File: config.mk
export PLATFORM = sky130hd
export DESIGN_NAME = utf8_stream_sanitizer_flat
export DESIGN_NICKNAME = d
export VERILOG_FILES = /design/src/sv/utf8s_pkg.sv /design/src/sv/utf8s_if.sv /design/src/sv/utf8s_decode.sv /design/src/sv/utf8s_serial.sv /design/src/sv/utf8_stream_sanitizer.sv /design/src/flat_wrapper.sv
export VERILOG_INCLUDE_DIRS = /design/src /design/src/sv
export SDC_FILE = /design/constraint.sdc
export NUM_CORES = 1
export LEC_CHECK = 0
export BUFFER_PORTS_ARGS = -buffer_cell sky130_fd_sc_hd__buf_2
export CAP_MARGIN = 10
export CORE_UTILIZATION = 35
export CTS_CLUSTER_DIAMETER = 200
export DETAILED_ROUTE_END_ITERATION = 10
export HOLD_SLACK_MARGIN = 0.12
export MAX_ROUTING_LAYER = met4
export PLACE_DENSITY_LB_ADDON = 0.05
export SYNTH_ARGS = -nofsm -noshare
export SYNTH_HDL_FRONTEND = slang
export SYNTH_SLANG_ARGS = --single-unit
File: constraint.sdc
create_clock -name clk -period 4.55 [get_ports clk]
set_input_delay 0.455 -clock clk [delete_from_list [all_inputs] [get_ports clk]]
set_output_delay 0.455 -clock clk [all_outputs]
set_load 0.02 [all_outputs]
File: src/sv/utf8_stream_sanitizer_assert.svh
// ----------------------------------------------------------------------------
// utf8_stream_sanitizer_assert.svh
// Assertion macros shared by the UTF-8 stream sanitizer.
// ----------------------------------------------------------------------------
`ifndef UTF8_STREAM_SANITIZER_ASSERT_SVH
`define UTF8_STREAM_SANITIZER_ASSERT_SVH

// Same-cycle implication, disabled during reset
`define UTF8S_ASSERT_IMP(label, clk, rst_n, ante, cons) \
    label: assert property (@(posedge clk) disable iff (!rst_n) (ante) |-> (cons)) \
        else $error("utf8_stream_sanitizer: assertion failed");

// Next-cycle implication, disabled during reset
`define UTF8S_ASSERT_NXT(label, clk, rst_n, ante, cons) \
    label: assert property (@(posedge clk) disable iff (!rst_n) (ante) |=> (cons)) \
        else $error("utf8_stream_sanitizer: assertion failed");

`endif

File: src/sv/utf8s_pkg.sv
// ----------------------------------------------------------------------------
// utf8s_pkg
// Types and constants shared by the UTF-8 stream sanitizer modules.
// ----------------------------------------------------------------------------
package utf8s_pkg;

    // Most result beats one input beat can cause
    localparam int MaxResults = 4;
    // Held bytes of an unfinished sequence
    localparam int HoldDepth  = 3;

    localparam logic [7:0] ReplChar = 8'h3F;
    localparam logic [7:0] LeadC0   = 8'hC0;
    localparam logic [7:0] LeadC1   = 8'hC1;

    // Group of result bytes produced by one input beat
    typedef struct packed {
        logic [MaxResults-1:0][7:0] bytes;
        logic [MaxResults-1:0]      repl;
        logic [2:0]                 n;
        logic                       last;
    } grp_t;

    // Serialiser status seen by the top level
    typedef struct packed {
        logic [2:0] pend;
        logic       out_full;
    } stat_t;

endpackage

File: src/sv/utf8s_if.sv
// ----------------------------------------------------------------------------
// utf8s_if
// Valid/ready channels of the sanitizer: raw byte input and cleaned output.
// ----------------------------------------------------------------------------
interface utf8s_in_if;
    logic       valid;
    logic       ready;
    logic [7:0] in_byte;
    logic       in_last;

    modport source (output valid, output in_byte, output in_last, input ready);
    modport sink   (input valid, input in_byte, input in_last, output ready);
endinterface

interface utf8s_out_if;
    logic       valid;
    logic       ready;
    logic [7:0] out_byte;
    logic       out_replaced;
    logic       out_run_end;
    logic       out_stream_end;

    modport source (output valid, output out_byte, output out_replaced,
                    output out_run_end, output out_stream_end, input ready);
    modport sink   (input valid, input out_byte, input out_replaced,
                    input out_run_end, input out_stream_end, output ready);
endinterface

File: src/sv/utf8s_decode.sv
// ----------------------------------------------------------------------------
// utf8s_decode
// Holds the partial sequence and turns each accepted byte into a group of
// zero to four result bytes.
// ----------------------------------------------------------------------------
module utf8s_decode (
    input  logic              clk,
    input  logic              rst_n,
    input  logic              accept,
    input  logic [7:0]        in_byte,
    input  logic              in_last,
    output utf8s_pkg::grp_t   grp
);

    logic [1:0] cnt_reg;
    logic [1:0] cnt_next;
    logic [2:0] len_reg;
    logic [2:0] len_next;
    logic [utf8s_pkg::HoldDepth-1:0][7:0] pb_reg;

    logic       cont;
    logic       complete;
    logic       extend;
    logic       cutoff;
    logic [2:0] flen;
    logic       tail_valid;
    logic       tail_repl;
    logic [7:0] tail_byte;
    logic       hold_new;

    // Classify the byte against the held sequence
    always_comb
    begin
        cont     = (in_byte[7:6] == 2'b10);
        complete = (cnt_reg != 2'd0) && cont && (({1'b0, cnt_reg} + 3'd1) == len_reg);
        extend   = (cnt_reg != 2'd0) && cont && !complete && !in_last;
        cutoff   = (cnt_reg != 2'd0) && cont && !complete && in_last;

        if (in_byte[7:5] == 3'b110)
            flen = 3'd2;
        else if (in_byte[7:4] == 4'b1110)
            flen = 3'd3;
        else if (in_byte[7:3] == 5'b11110)
            flen = 3'd4;
        else
            flen = 3'd0;

        hold_new   = 1'b0;
        tail_valid = 1'b1;
        tail_repl  = 1'b0;
        tail_byte  = in_byte;
        if (complete)
        begin
            tail_repl = 1'b0;
        end
        else if (cutoff)
        begin
            tail_repl = 1'b1;
            tail_byte = utf8s_pkg::ReplChar;
        end
        else if (extend)
        begin
            tail_valid = 1'b0;
        end
        else if (!in_byte[7])
        begin
            tail_repl = 1'b0;
        end
        else if (in_byte == utf8s_pkg::LeadC0 || in_byte == utf8s_pkg::LeadC1 ||
                 flen == 3'd0 || in_last)
        begin
            tail_repl = 1'b1;
            tail_byte = utf8s_pkg::ReplChar;
        end
        else
        begin
            tail_valid = 1'b0;
            hold_new   = 1'b1;
        end
    end

    // Build the result group: held bytes (or their replacements), then the tail
    always_comb
    begin
        grp = '0;
        for (int i = 0; i < utf8s_pkg::HoldDepth; i++)
        begin
            if (i < int'(cnt_reg))
            begin
                grp.bytes[i] = complete ? pb_reg[i] : utf8s_pkg::ReplChar;
                grp.repl[i]  = !complete;
            end
        end
        for (int i = 0; i < utf8s_pkg::MaxResults; i++)
        begin
            if (i == int'(cnt_reg))
            begin
                grp.bytes[i] = tail_byte;
                grp.repl[i]  = tail_repl;
            end
        end
        grp.n    = extend ? 3'd0 : ({1'b0, cnt_reg} + {2'b00, tail_valid});
        grp.last = in_last;
    end

    // Next held-sequence state
    always_comb
    begin
        cnt_next = 2'd0;
        len_next = 3'd0;
        if (extend)
        begin
            cnt_next = cnt_reg + 2'd1;
            len_next = len_reg;
        end
        else if (hold_new)
        begin
            cnt_next = 2'd1;
            len_next = flen;
        end
    end

    // Advance control state on each accepted beat
    always_ff @(posedge clk or negedge rst_n)
    begin
        if (!rst_n)
        begin
            cnt_reg <= 2'd0;
            len_reg <= 3'd0;
        end
        else if (accept)
        begin
            cnt_reg <= cnt_next;
            len_reg <= len_next;
        end
    end

    // Store the held bytes
    always_ff @(posedge clk)
    begin
        if (accept)
        begin
            if (hold_new)
                pb_reg[0] <= in_byte;
            for (int i = 1; i < utf8s_pkg::HoldDepth; i++)
            begin
                if (extend && i == int'(cnt_reg))
                    pb_reg[i] <= in_byte;
            end
        end
    end

endmodule

File: src/sv/utf8s_serial.sv
// ----------------------------------------------------------------------------
// utf8s_serial
// Holds a result group and hands it out one beat at a time through an
// output register.
// ----------------------------------------------------------------------------
module utf8s_serial (
    input  logic              clk,
    input  logic              rst_n,
    input  logic              load,
    input  utf8s_pkg::grp_t   grp,
    output logic              in_ready,
    output utf8s_pkg::stat_t  stat,
    utf8s_out_if.source       clean
);

    logic [2:0] cnt_reg;
    logic [utf8s_pkg::MaxResults-1:0][7:0] byte_reg;
    logic [utf8s_pkg::MaxResults-1:0]      repl_reg;
    logic       last_reg;
    logic       valid_reg;
    logic [7:0] obyte_reg;
    logic       orepl_reg;
    logic       orun_reg;
    logic       ostream_reg;

    logic       out_free;
    logic       move;

    // Output register is free when empty or being taken this cycle
    always_comb
    begin
        out_free = !valid_reg || clean.ready;
        move     = (cnt_reg != 3'd0) && out_free;
        in_ready = (cnt_reg == 3'd0) || ((cnt_reg == 3'd1) && out_free);
        stat.pend     = cnt_reg;
        stat.out_full = valid_reg;
    end

    // Group count and output valid
    always_ff @(posedge clk or negedge rst_n)
    begin
        if (!rst_n)
        begin
            cnt_reg   <= 3'd0;
            valid_reg <= 1'b0;
        end
        else
        begin
            if (load)
                cnt_reg <= grp.n;
            else if (move)
                cnt_reg <= cnt_reg - 3'd1;

            if (move)
                valid_reg <= 1'b1;
            else if (clean.ready)
                valid_reg <= 1'b0;
        end
    end

    // Load or shift the group
    always_ff @(posedge clk)
    begin
        if (load)
        begin
            byte_reg <= grp.bytes;
            repl_reg <= grp.repl;
            last_reg <= grp.last;
        end
        else if (move)
        begin
            for (int i = 0; i < utf8s_pkg::MaxResults - 1; i++)
            begin
                byte_reg[i] <= byte_reg[i+1];
                repl_reg[i] <= repl_reg[i+1];
            end
        end
    end

    // Advance the head of the group into the output register
    always_ff @(posedge clk)
    begin
        if (move)
        begin
            obyte_reg   <= byte_reg[0];
            orepl_reg   <= repl_reg[0];
            orun_reg    <= (cnt_reg == 3'd1);
            ostream_reg <= (cnt_reg == 3'd1) && last_reg;
        end
    end

    assign clean.valid          = valid_reg;
    assign clean.out_byte       = obyte_reg;
    assign clean.out_replaced   = orepl_reg;
    assign clean.out_run_end    = orun_reg;
    assign clean.out_stream_end = ostream_reg;

endmodule

File: src/sv/utf8_stream_sanitizer.sv
// ----------------------------------------------------------------------------
// utf8_stream_sanitizer
// Cleans a byte stream to well-formed UTF-8 lead/continuation structure.
// ----------------------------------------------------------------------------
// Channels: raw takes one byte beat with a last-of-stream flag; clean gives
// cleaned byte beats, each flagged as a replacement '?', as the end of the
// results of its input beat, and as the end of the stream.
// ASCII passes through; a 2-, 3- or 4-byte sequence is held until complete
// and then sent whole; broken, stray or cut-off bytes become '?' each.
// Path: a result passes through the group buffer and then the output
// register. An input beat that only extends a held sequence gives
// no result.
// Throughput: one input beat per cycle while each beat gives at most one
// result and the receiver is ready; a beat with more results (up to four)
// holds the group until all have moved out, and input stalls meanwhile.
// Group buffer and output register let a new beat in while a result waits.
// Reset clears the held sequence, the group buffer and the output register.
// When the receiver stalls, the output beat holds, the group stays, and raw
// is accepted only while the group is empty or about to drain.
// ----------------------------------------------------------------------------
`include "utf8_stream_sanitizer_assert.svh"

module utf8_stream_sanitizer (
    input  logic        clk,
    input  logic        rst_n,
    utf8s_in_if.sink    raw,
    utf8s_out_if.source clean
);

    utf8s_pkg::grp_t  grp;
    utf8s_pkg::stat_t stat;
    logic             accept;
    logic             load;
    logic             ready;

    // Accept a beat and load its group if it produced any result
    assign accept    = raw.valid && ready;
    assign load      = accept && (grp.n != 3'd0);
    assign raw.ready = ready;

    utf8s_decode u_decode (
        .clk     (clk),
        .rst_n   (rst_n),
        .accept  (accept),
        .in_byte (raw.in_byte),
        .in_last (raw.in_last),
        .grp     (grp)
    );

    utf8s_serial u_serial (
        .clk      (clk),
        .rst_n    (rst_n),
        .load     (load),
        .grp      (grp),
        .in_ready (ready),
        .stat     (stat),
        .clean    (clean)
    );

    `UTF8S_ASSERT_IMP(a_pend_range, clk, rst_n, 1'b1, stat.pend <= 3'd4)
    `UTF8S_ASSERT_IMP(a_ready_drained, clk, rst_n, ready, stat.pend <= 3'd1)
    `UTF8S_ASSERT_IMP(a_stream_end_run, clk, rst_n, clean.valid && clean.out_stream_end,
                      clean.out_run_end)
    `UTF8S_ASSERT_NXT(a_group_loaded, clk, rst_n, load, stat.pend == $past(grp.n))

endmodule

File: src/flat_wrapper.sv
// flat-port wrapper written by rule: the top's interface ports become plain ports
module utf8_stream_sanitizer_flat 
  (clk, rst_n, raw_valid, raw_in_byte, raw_in_last, raw_ready, clean_valid, clean_out_byte, clean_out_replaced, clean_out_run_end, clean_out_stream_end, clean_ready);
  utf8s_in_if raw_i ();
  utf8s_out_if clean_i ();
  input  logic clk;
  input  logic rst_n;
  input wire logic [$bits(raw_i.valid)-1:0] raw_valid;
  input wire logic [$bits(raw_i.in_byte)-1:0] raw_in_byte;
  input wire logic [$bits(raw_i.in_last)-1:0] raw_in_last;
  output wire logic [$bits(raw_i.ready)-1:0] raw_ready;
  output wire logic [$bits(clean_i.valid)-1:0] clean_valid;
  output wire logic [$bits(clean_i.out_byte)-1:0] clean_out_byte;
  output wire logic [$bits(clean_i.out_replaced)-1:0] clean_out_replaced;
  output wire logic [$bits(clean_i.out_run_end)-1:0] clean_out_run_end;
  output wire logic [$bits(clean_i.out_stream_end)-1:0] clean_out_stream_end;
  input wire logic [$bits(clean_i.ready)-1:0] clean_ready;
  assign raw_i.valid = raw_valid;
  assign raw_i.in_byte = raw_in_byte;
  assign raw_i.in_last = raw_in_last;
  assign raw_ready = raw_i.ready;
  assign clean_valid = clean_i.valid;
  assign clean_out_byte = clean_i.out_byte;
  assign clean_out_replaced = clean_i.out_replaced;
  assign clean_out_run_end = clean_i.out_run_end;
  assign clean_out_stream_end = clean_i.out_stream_end;
  assign clean_i.ready = clean_ready;
  utf8_stream_sanitizer u_core (.clk(clk), .rst_n(rst_n), .raw(raw_i), .clean(clean_i));
endmodule
==> flow_summary.toml <==
[timing]
worst_pin_slew_ns = 0.986
clock_skew_ns = 0.00933
hold_viol = 0
grt_setup_unrepaired = "no"
fin_crit_sh = 0.808
slew_violations = 0
fin_setup_tns_ns = 0
setup_violations = 0
worst_slack_ns = 0.874
fin_crit_ns = 3.68
relSlewSlack = 0.341
max_freq_mhz = 272

[setup_path]
crit_path_end_kind = "flip-flop"
crit_fanout = 32
critical_path_arrival_ns = 3.78
crit_required_ns = 4.65
critPathKind = "flip-flop to flip-flop"
start_kind = "flip-flop"

[yosys]
synthesis.nets = 286
yosys_warnings = 0
syn_avg_cell_area_um2 = 13.9
synth.distinct_cells = 46
netlist_area_um2 = 3680
ys_ff_latch = 81
ys_seq_area_frac = 0.648
synthCells = 264

[cts]
cts_sinks = 81
cts.path.max_buffers = 2
clk_latency_ns = 0.35
cts_tree = "built"
clock-root-buffer = "clkbuf_8"
cts_made_buffers = 9
cts_resized = 0
cts.repair_timing.setup_buffer_count = 0
clk_pin_slew_ns = 0.08
cts_max_level = 3

[cells_and_area]
area_delta_synth_final_pct = 13.2
largest_register_ffs = 32
post-route-util = 0.406
n_antenna_cell = 0
num-nets-final = 313
drive_above_1_share = 0.206

[global_routing]
grt_pass1_wl_um = 13400
grt_pass1_vias = 2248
antenna_found_initial = 0
track_usage = 0.170
grt_max_degree = 33
gr-total-overflow = 0

[run]
maxCapViolations = 0

[route]
drc_errors = 0
avgRoutedWirePerCell_um = 19.2
dr.pass1.iters = 6
vias = 2253
drtIter0Drc = 107
detail-route-antenna-nets = 0
wl_um = 8310
via_per_inst = 5.22

[pwr]
power.density_nw_per_um2 = 622
p_total_uw = 2590
power.leakage_uw = 0.00146
ir_worst_vdd_mv = 0.188

[floorplanning]
die_y_um = 105
placementRows = 37
io_pins = 26
fp.dieW_um = 105
die_area_um2 = 10900
start_util = 0.358
core_um2 = 10300

[place]
dp_hpwl_um = 5850
pre_cts_ws_ns = 0.892
gp_congestion = 0.780
port_buffers = 25

[worst_hold_path]
hp-class = "primary input to flip-flop"

[run_status]
status = "finished, final reports clean"
[kinds of logic (layout without fill, tap and decap cells)]
group	after synthesis	count (layout)	synth area share
flip-flops	81	81	0.648
AO/OA/AOI/OAI	73	73	0.153
AND/OR/NAND/NOR	68	68	0.107
buffers and inverters	21	53	0.0255
adder cells (fa/ha/maj)	9	9	0.0306
multiplexers	8	8	0.0255
XOR/XNOR	4	4	0.00952
[cell usage in the layout, fill, tap and decap left out, drive strengths merged, types with 3 or more instances in the layout]
cell | netlist | routed
a22oi | 12 | 12
dfrtp | 9 | 9
nor2 | 9 | 9
nor3 | 3 | 3
nor2b | 3 | 3
o21ai | 4 | 4
nand2 | 8 | 8
and2 | 7 | 7
clkbuf | 8 | 11
inv | 7 | 7
a21boi | 3 | 3
nand3 | 7 | 7
ha | 9 | 9
nand4 | 13 | 13
nand2b | 7 | 7
and3 | 4 | 4
buf | 6 | 29
a32o | 9 | 9
a21o | 6 | 6
xnor2 | 3 | 3
edfxtp | 72 | 72
mux2 | 8 | 8
a22o | 4 | 4
a21oi | 9 | 9
o21a | 19 | 19
[critical path: stages, from the launching register on]
cell      delay, ns
dfrtp_1        0.48
inv_1          0.10
ha_1           0.28
or3b_2         0.47
nor2_1         0.18
nand2b_2       0.08
and2_1         0.14
ha_1           0.17
ha_1           0.30
o31ai_1        0.08
nor3_2         0.16
nand2_2        0.16
inv_2          0.08
buf_4          0.34
mux2_2         0.38
[Yosys cell counts (all sizes together)]
master  number  area share
edfxtp      72        0.59
o21a        19       0.039
nand4       13       0.022
a22oi       12       0.024
a21oi        9       0.012
a32o         9       0.024
dfrtp        9       0.061
ha           9       0.031
nor2         9      0.0092
clkbuf       8      0.0085
mux2         8       0.025
nand2        8      0.0088
and2         7       0.012
inv          7      0.0071
nand2b       7       0.013
nand3        7      0.0095
a21o         6       0.012
buf          6      0.0099
a22o         4      0.0095
and3         4      0.0068
o21ai        4      0.0054
a21boi       3      0.0071
nor2b        3      0.0051
nor3         3      0.0041
xnor2        3      0.0071
a32oi        2      0.0048
nor3b        2      0.0054
o211ai       2      0.0078
a211oi       1      0.0020
a41oi        1      0.0024
and3b        1      0.0024
and4         1      0.0024
o31ai        1      0.0020
or2          1      0.0017
or3b         1      0.0024
or4          1      0.0031
xor2         1      0.0024
[power by group]
part | internal (µW) | leakage [µW] | switching [µW] | total, µW
clock | 310 | 0.000104 | 267 | 577
combinational | 311 | 0.000564 | 518 | 829
sequential | 1100 | 0.000792 | 88.4 | 1190
[per-stage QoR]
| step | instances | hold slack (ns) | cell area, µm² |
|---|---|---|---|
| finish | 432 | 0.377 | 4170 |
| global route | 432 | 0.369 | 4170 |
| CTS | 432 | 0.364 | 4170 |
| detailed placement | 415 | 0.318 | 3950 |
| global placement | 415 | 0.319 | 3950 |
| floorplan | 264 | 0.159 | 3680 |
[what timing repair did]
| item | 4_1_cts | 5_1_grt |
|---|---|---|
| setup endpoints to repair | 0 | 0 |
| endpoints found under the hold margin | 9 | 0 |
| hold buffers | 1 | 0 |
[layer usage]
metal,up-vias,share of wire,GRT usage
met1,1107,0.51,0.242
met3,12,0.029,0.0281
met4,0,0.012,0.0573
met5,-,0,-
met2,45,0.45,0.247
li1,1089,-,-
[worst paths after layout]
check / start / to / slack [ns] / cells after the start
setup reg to reg: u_core.u_decode.cnt_reg[0]$_DFFE_PN0P_ / u_core.u_serial.byte_reg[23]$_DFFE_PP_ / 0.87 / 14
min in group asynchronous: rst_n / u_core.u_decode.len_reg[1]$_DFFE_PN0P_ / 0.47 / 2
hold / removal: raw_in_last / u_core.u_serial.last_reg$_DFFE_PP_ / 0.38 / 1
setup / recovery: u_core.u_decode.cnt_reg[0]$_DFFE_PN0P_ / u_core.u_serial.byte_reg[23]$_DFFE_PP_ / 0.87 / 14
max in group asynchronous: rst_n / u_core.u_serial.cnt_reg[0]$_DFFE_PN0P_ / 3.90 / 2
hold reg to reg: u_core.u_serial.byte_reg[2]$_DFFE_PP_ / u_core.u_serial.clean.out_byte[2]$_DFFE_PP_ / 0.43 / 0
[cell type report]
type	instances	area, µm²
clock buffers	11	131
well taps	136	170
clock inverters	5	81.3
inverters	7	26.3
repair buffers	30	165
flip-flops and latches	81	2390
multi-input cells	162	1210
fillers	974	6110
No activity file was read; power rests on OpenSTA's default activity.
